## config.mk

```make
export PLATFORM = sky130hd
export DESIGN_NAME = optm_fifo
export DESIGN_NICKNAME = d
export VERILOG_FILES = /design/src/optm_pkg.sv /design/src/optm_fifo.sv
export SDC_FILE = /design/constraint.sdc
export NUM_CORES = 1
export LEC_CHECK = 0
export BUFFER_PORTS_ARGS = -buffer_cell sky130_fd_sc_hd__buf_2
export CAP_MARGIN = 25
export CORE_MARGIN = 2
export CORE_UTILIZATION = 30
export DETAILED_ROUTE_END_ITERATION = 10
export HOLD_SLACK_MARGIN = 0.12
export SLEW_MARGIN = 20
export SYNTH_ARGS = -nofsm -noshare
export SYNTH_HDL_FRONTEND = slang
export SYNTH_SLANG_ARGS = --single-unit
export TNS_END_PERCENT = 50
```

## constraint.sdc

```tcl
create_clock -name i_clk -period 2.8 [get_ports i_clk]
set_input_delay 0.56 -clock i_clk [delete_from_list [all_inputs] [get_ports i_clk]]
set_output_delay 0.56 -clock i_clk [all_outputs]
set_load 0.005 [all_outputs]
```

## src/optm_pkg.sv

```systemverilog
// shared types, command codes and arithmetic helpers for the outer product tile mac
package optm_pkg;

    localparam int TILE_DIM    = 4;
    localparam int TILE_CELLS  = TILE_DIM * TILE_DIM;
    localparam int IDX_W       = 4;
    localparam int POS_W       = 2;
    localparam int CMD_W       = 2;
    localparam int OPND_W      = 16;
    localparam int PROD_W      = 32;
    localparam int ACC_W       = 48;
    localparam int IN_DEPTH_D  = 4;
    localparam int OUT_DEPTH_D = 4;

    localparam logic [CMD_W-1:0] CMD_CLEAR = 2'd0;
    localparam logic [CMD_W-1:0] CMD_LOAD  = 2'd1;
    localparam logic [CMD_W-1:0] CMD_ACC   = 2'd2;
    localparam logic [CMD_W-1:0] CMD_READ  = 2'd3;

    localparam logic [IDX_W-1:0] LAST_IDX = IDX_W'(TILE_CELLS - 1);

    typedef logic signed [OPND_W-1:0] t_opnd;
    typedef logic signed [PROD_W-1:0] t_prod;
    typedef logic signed [ACC_W-1:0]  t_acc;
    typedef logic [TILE_CELLS-1:0][PROD_W-1:0] t_prod_vec;

    // one queued request
    typedef struct packed {
        logic [CMD_W-1:0]              cmd;
        logic [TILE_DIM-1:0][OPND_W-1:0] a;
        logic [TILE_DIM-1:0][OPND_W-1:0] b;
        logic [ACC_W-1:0]              load_value;
        logic [POS_W-1:0]              load_row;
        logic [POS_W-1:0]              load_col;
    } t_item;

    // one read-out result
    typedef struct packed {
        logic [POS_W-1:0] row;
        logic [POS_W-1:0] col;
        logic [ACC_W-1:0] value;
        logic             last;
    } t_result;

    // control from the sequencer to the accumulator tile
    typedef struct packed {
        logic             clr;
        logic             ld;
        logic             acc;
        logic [IDX_W-1:0] ld_idx;
        logic [IDX_W-1:0] rd_idx;
    } t_tile_ctl;

    // saturating add of a q16.16 product into a q32.16 accumulator
    function automatic logic [ACC_W-1:0] sat_add(input logic [ACC_W-1:0] acc,
                                                 input logic [PROD_W-1:0] prod);
        logic [ACC_W:0] sum;
        sum = {acc[ACC_W-1], acc} + {{(ACC_W-PROD_W+1){prod[PROD_W-1]}}, prod};
        if (sum[ACC_W] != sum[ACC_W-1]) begin
            sat_add = sum[ACC_W] ? {1'b1, {(ACC_W-1){1'b0}}} : {1'b0, {(ACC_W-1){1'b1}}};
        end else begin
            sat_add = sum[ACC_W-1:0];
        end
    endfunction

endpackage

```

## src/optm_fifo.sv

```systemverilog
// small first-word-fall-through queue built from registers
module optm_fifo import optm_pkg::*; #(
    parameter int WIDTH = 8,
    parameter int DEPTH = 4
) (
    input  logic             i_clk,
    input  logic             i_rst_n,
    input  logic             i_push,
    input  logic [WIDTH-1:0] i_data,
    output logic             o_full,
    input  logic             i_pop,
    output logic [WIDTH-1:0] o_data,
    output logic             o_empty
);

    localparam int AW = (DEPTH > 1) ? $clog2(DEPTH) : 1;

    logic [WIDTH-1:0] r_mem [DEPTH];
    logic [AW-1:0]    r_wr_ptr, n_wr_ptr;
    logic [AW-1:0]    r_rd_ptr, n_rd_ptr;
    logic [AW:0]      r_count,  n_count;
    logic             do_push, do_pop;

    assign o_full  = (r_count == (AW+1)'(DEPTH));
    assign o_empty = (r_count == '0);
    assign do_push = i_push && !o_full;
    assign do_pop  = i_pop && !o_empty;
    assign o_data  = r_mem[r_rd_ptr];

    always_comb begin
        n_wr_ptr = r_wr_ptr;
        n_rd_ptr = r_rd_ptr;
        n_count  = r_count;
        if (do_push) begin
            n_wr_ptr = (r_wr_ptr == AW'(DEPTH - 1)) ? '0 : r_wr_ptr + 1'b1;
        end
        if (do_pop) begin
            n_rd_ptr = (r_rd_ptr == AW'(DEPTH - 1)) ? '0 : r_rd_ptr + 1'b1;
        end
        if (do_push && !do_pop) begin
            n_count = r_count + 1'b1;
        end else if (do_pop && !do_push) begin
            n_count = r_count - 1'b1;
        end
    end

    always_ff @(posedge i_clk) begin
        if (!i_rst_n) begin
            r_wr_ptr <= '0;
            r_rd_ptr <= '0;
            r_count  <= '0;
        end else begin
            r_wr_ptr <= n_wr_ptr;
            r_rd_ptr <= n_rd_ptr;
            r_count  <= n_count;
        end
    end

    always_ff @(posedge i_clk) begin
        if (do_push) begin
            r_mem[r_wr_ptr] <= i_data;
        end
    end

endmodule

```

==> results.yml <==
detailed_routing:
  routed_wirelength_um: 2730
  drtIter0Drc: 21
  drt_drc_violations_left: 0
  via_per_inst: 4.40
  routedWlPerCell_um: 14.4
  dr.pass1.iters: 4
  ant_nets: 0
  vias: 832
worst_setup_path:
  crit_slowest_cell: "o31ai_1"
  cp-end-kind: "register"
  critPathBufInv: 1
  worstPathArrival_ps: 2570
  reg2reg_from: "r_count[0]"
  crit_chain: "o31ai_1 -> ha_1 -> inv_1 -> fa_1 -> xor2_1 -> or3_1 -> a21boi_0"
  worstPathRequired_ps: 3010
  reg2reg_setup_slack_ps: 440
  start_kind: "register"
  crit_type: "reg -> reg"
  critPathTopFamily: "compound AO/OA/AOI/OAI gates"
  cp_max_fo: 5
  crit_start: "r_count[0]"
  slowest_delay_ps: 500
clocking:
  numCtsBuffers: 5
  cts_buffer_depth: 2
  htreeDepth: 2
  clk_latency_ps: 290
  post_cts_buffers: 0
  cts_sinks: 41
  path_clk_slew_ps: 80
  cts_tree: "done"
  cts-root-buf: "clkbuf_8"
  ctsHoldBuffers: 0
  cts_resized: 0
timing:
  rsz0062_at_grt: "false"
  hold_viol: 0
  holdWs_ps: 484
  tightest_slew_ps: 562
  setup_violations: 0
  finalCriticalPeriod_ps: 2360
  fin_crit_sh_pct: 84.2
  final.setup_skew_ps: 4.55
  worst_slack_ps: 442
  setup-tns-final_ps: 0
  slew_violations: 0
  fmax_mhz: 424
  maxSlewHeadroom_pct: 62.5
placement:
  place_congestion: 0.685
  place_hpwl_um: 1920
  numPlacedInstances: 181
  io_buffers: 21
  place_ws_ps: 393
floorplanning:
  ioPinCount: 22
  dieHeight_um: 77.7
  rows: 26
  die_area_um2: 6040
  chipWidth_um: 77.7
  coreArea_um2: 5170
  initial_utilization_pct: 31.5
outcome:
  status: "completed"
final_layout:
  n_antenna_cell: 0
  nets: 137
  layout_commonest_cell: "edfxtp_1"
  drive_gt1_share_pct: 31.1
  areaGrowthSynthToFinish_pct: 17.7
  final_cell_mix: "32 x edfxtp_1, 21 x buf_2, 9 x dfxtp_1"
  layout.cells.non_filler: 189
logic_synthesis:
  syn_nets: 112
  ys_seq_elements: 41
  syn_area_um2: 1630
  synth_cell_types: 23
  syn_avg_cell_area_um2: 17.5
  synth-seq-area-share_pct: 70.0
  netlist_instances: 93
  ys_warn_count: 0
grt:
  grt_max_degree: 13
  gr-usage-all-layers_pct: 9.90
  antenna_found_initial: 0
  globalRouteOverflowTotal: 0
  grt_pass1_vias: 910
  grt_pass1_wl_um: 4340
min_path:
  hold_class: "in -> reg"
  hp-start: "i_data[6]"
power:
  leakagePower_nw: 0.690
  finalPower_w: 0.00166
  peakVddDrop_v: 0.000350
  cellPowerDensity_nw_per_um2: 864
flow_run:
  cap_violations: 0
## where the power goes
group,internal (W),switching (W)
Sequential,0.000749,0.0000816
Clock,0.000263,0.000195
Combinational,0.000208,0.000161
Total,0.00122,0.000438
## registers in the layout, indices dropped and copies added (netlist names), named ones only
signal and flops:
r_count 3, r_mem 32, r_rd_ptr 2, r_wr_ptr 2
## final timing paths
| kind | depth (start not counted) | endpoint |
|---|---|---|
| hold reg to reg | 2 | r_wr_ptr[1] |
| hold / removal | 1 | r_mem[0][6] |
| setup / recovery | 7 | r_count[2] |
| setup reg to reg | 7 | r_count[2] |
## kinds of logic (layout without fill, tap and decap cells)
| family | after synthesis | after routing | share of synthesized area (%) |
|---|---|---|---|
| adders and majority gates | 7 | 7 | 5.83 |
| DFF | 41 | 41 | 70.0 |
| xor gates and xnor gates | 2 | 2 | 1.07 |
| AOI/OAI and AO/OA | 5 | 5 | 1.84 |
| muxes | 11 | 11 | 12.9 |
| and+or+nand+nor | 20 | 20 | 6.60 |
| buffers and inverters | 7 | 33 | 1.76 |
## area by class of cell
cell class,instances,area [µm²]
Timing Repair Buffer,22,113
Inverter,3,11.3
Sequential cell,41,1140
Clock inverter,2,33.8
Fill cell,491,3250
Clock buffer,6,72.6
Multi-Input combinational cell,45,460
Tap cell,70,87.6
## cells in the mapped netlist
library cell,count,area [µm²]
fa_1,1,20.0
nand2_1,6,22.5
xor2_1,1,8.76
nor3_1,1,5.00
buf_1,1,3.75
o31ai_1,1,7.51
inv_1,3,11.3
dfxtp_1,9,180
mux4_2,8,180
nor2b_1,2,12.5
edfxtp_1,32,961
a21boi_0,1,7.51
clkbuf_1,1,3.75
ha_1,6,75.1
nand3_1,2,10.0
nor3b_2,1,12.5
or3_1,1,6.26
and2_1,5,31.3
buf_2,2,10.0
o21ai_0,3,15.0
nor2_1,2,7.51
mux2i_1,3,30.0
xnor2_1,1,8.76
## per-stage QoR
step	cell area (µm²)	util, %
global placement	1810	35.1
finish	1920	37.1
detailed placement	1810	35.1
floorplan	1630	-
CTS	1920	37.1
global route	1920	37.1
## routing by layer
metal,up-vias,wire length (µm),track usage (%)
li1,397,-,-
met2,23,1430,17.6
met4,0,48,4.82
met1,405,1100,10.3
met3,7,156,3.49
met5,-,0,0
Note: power is estimated with default switching activity, not from simulation.
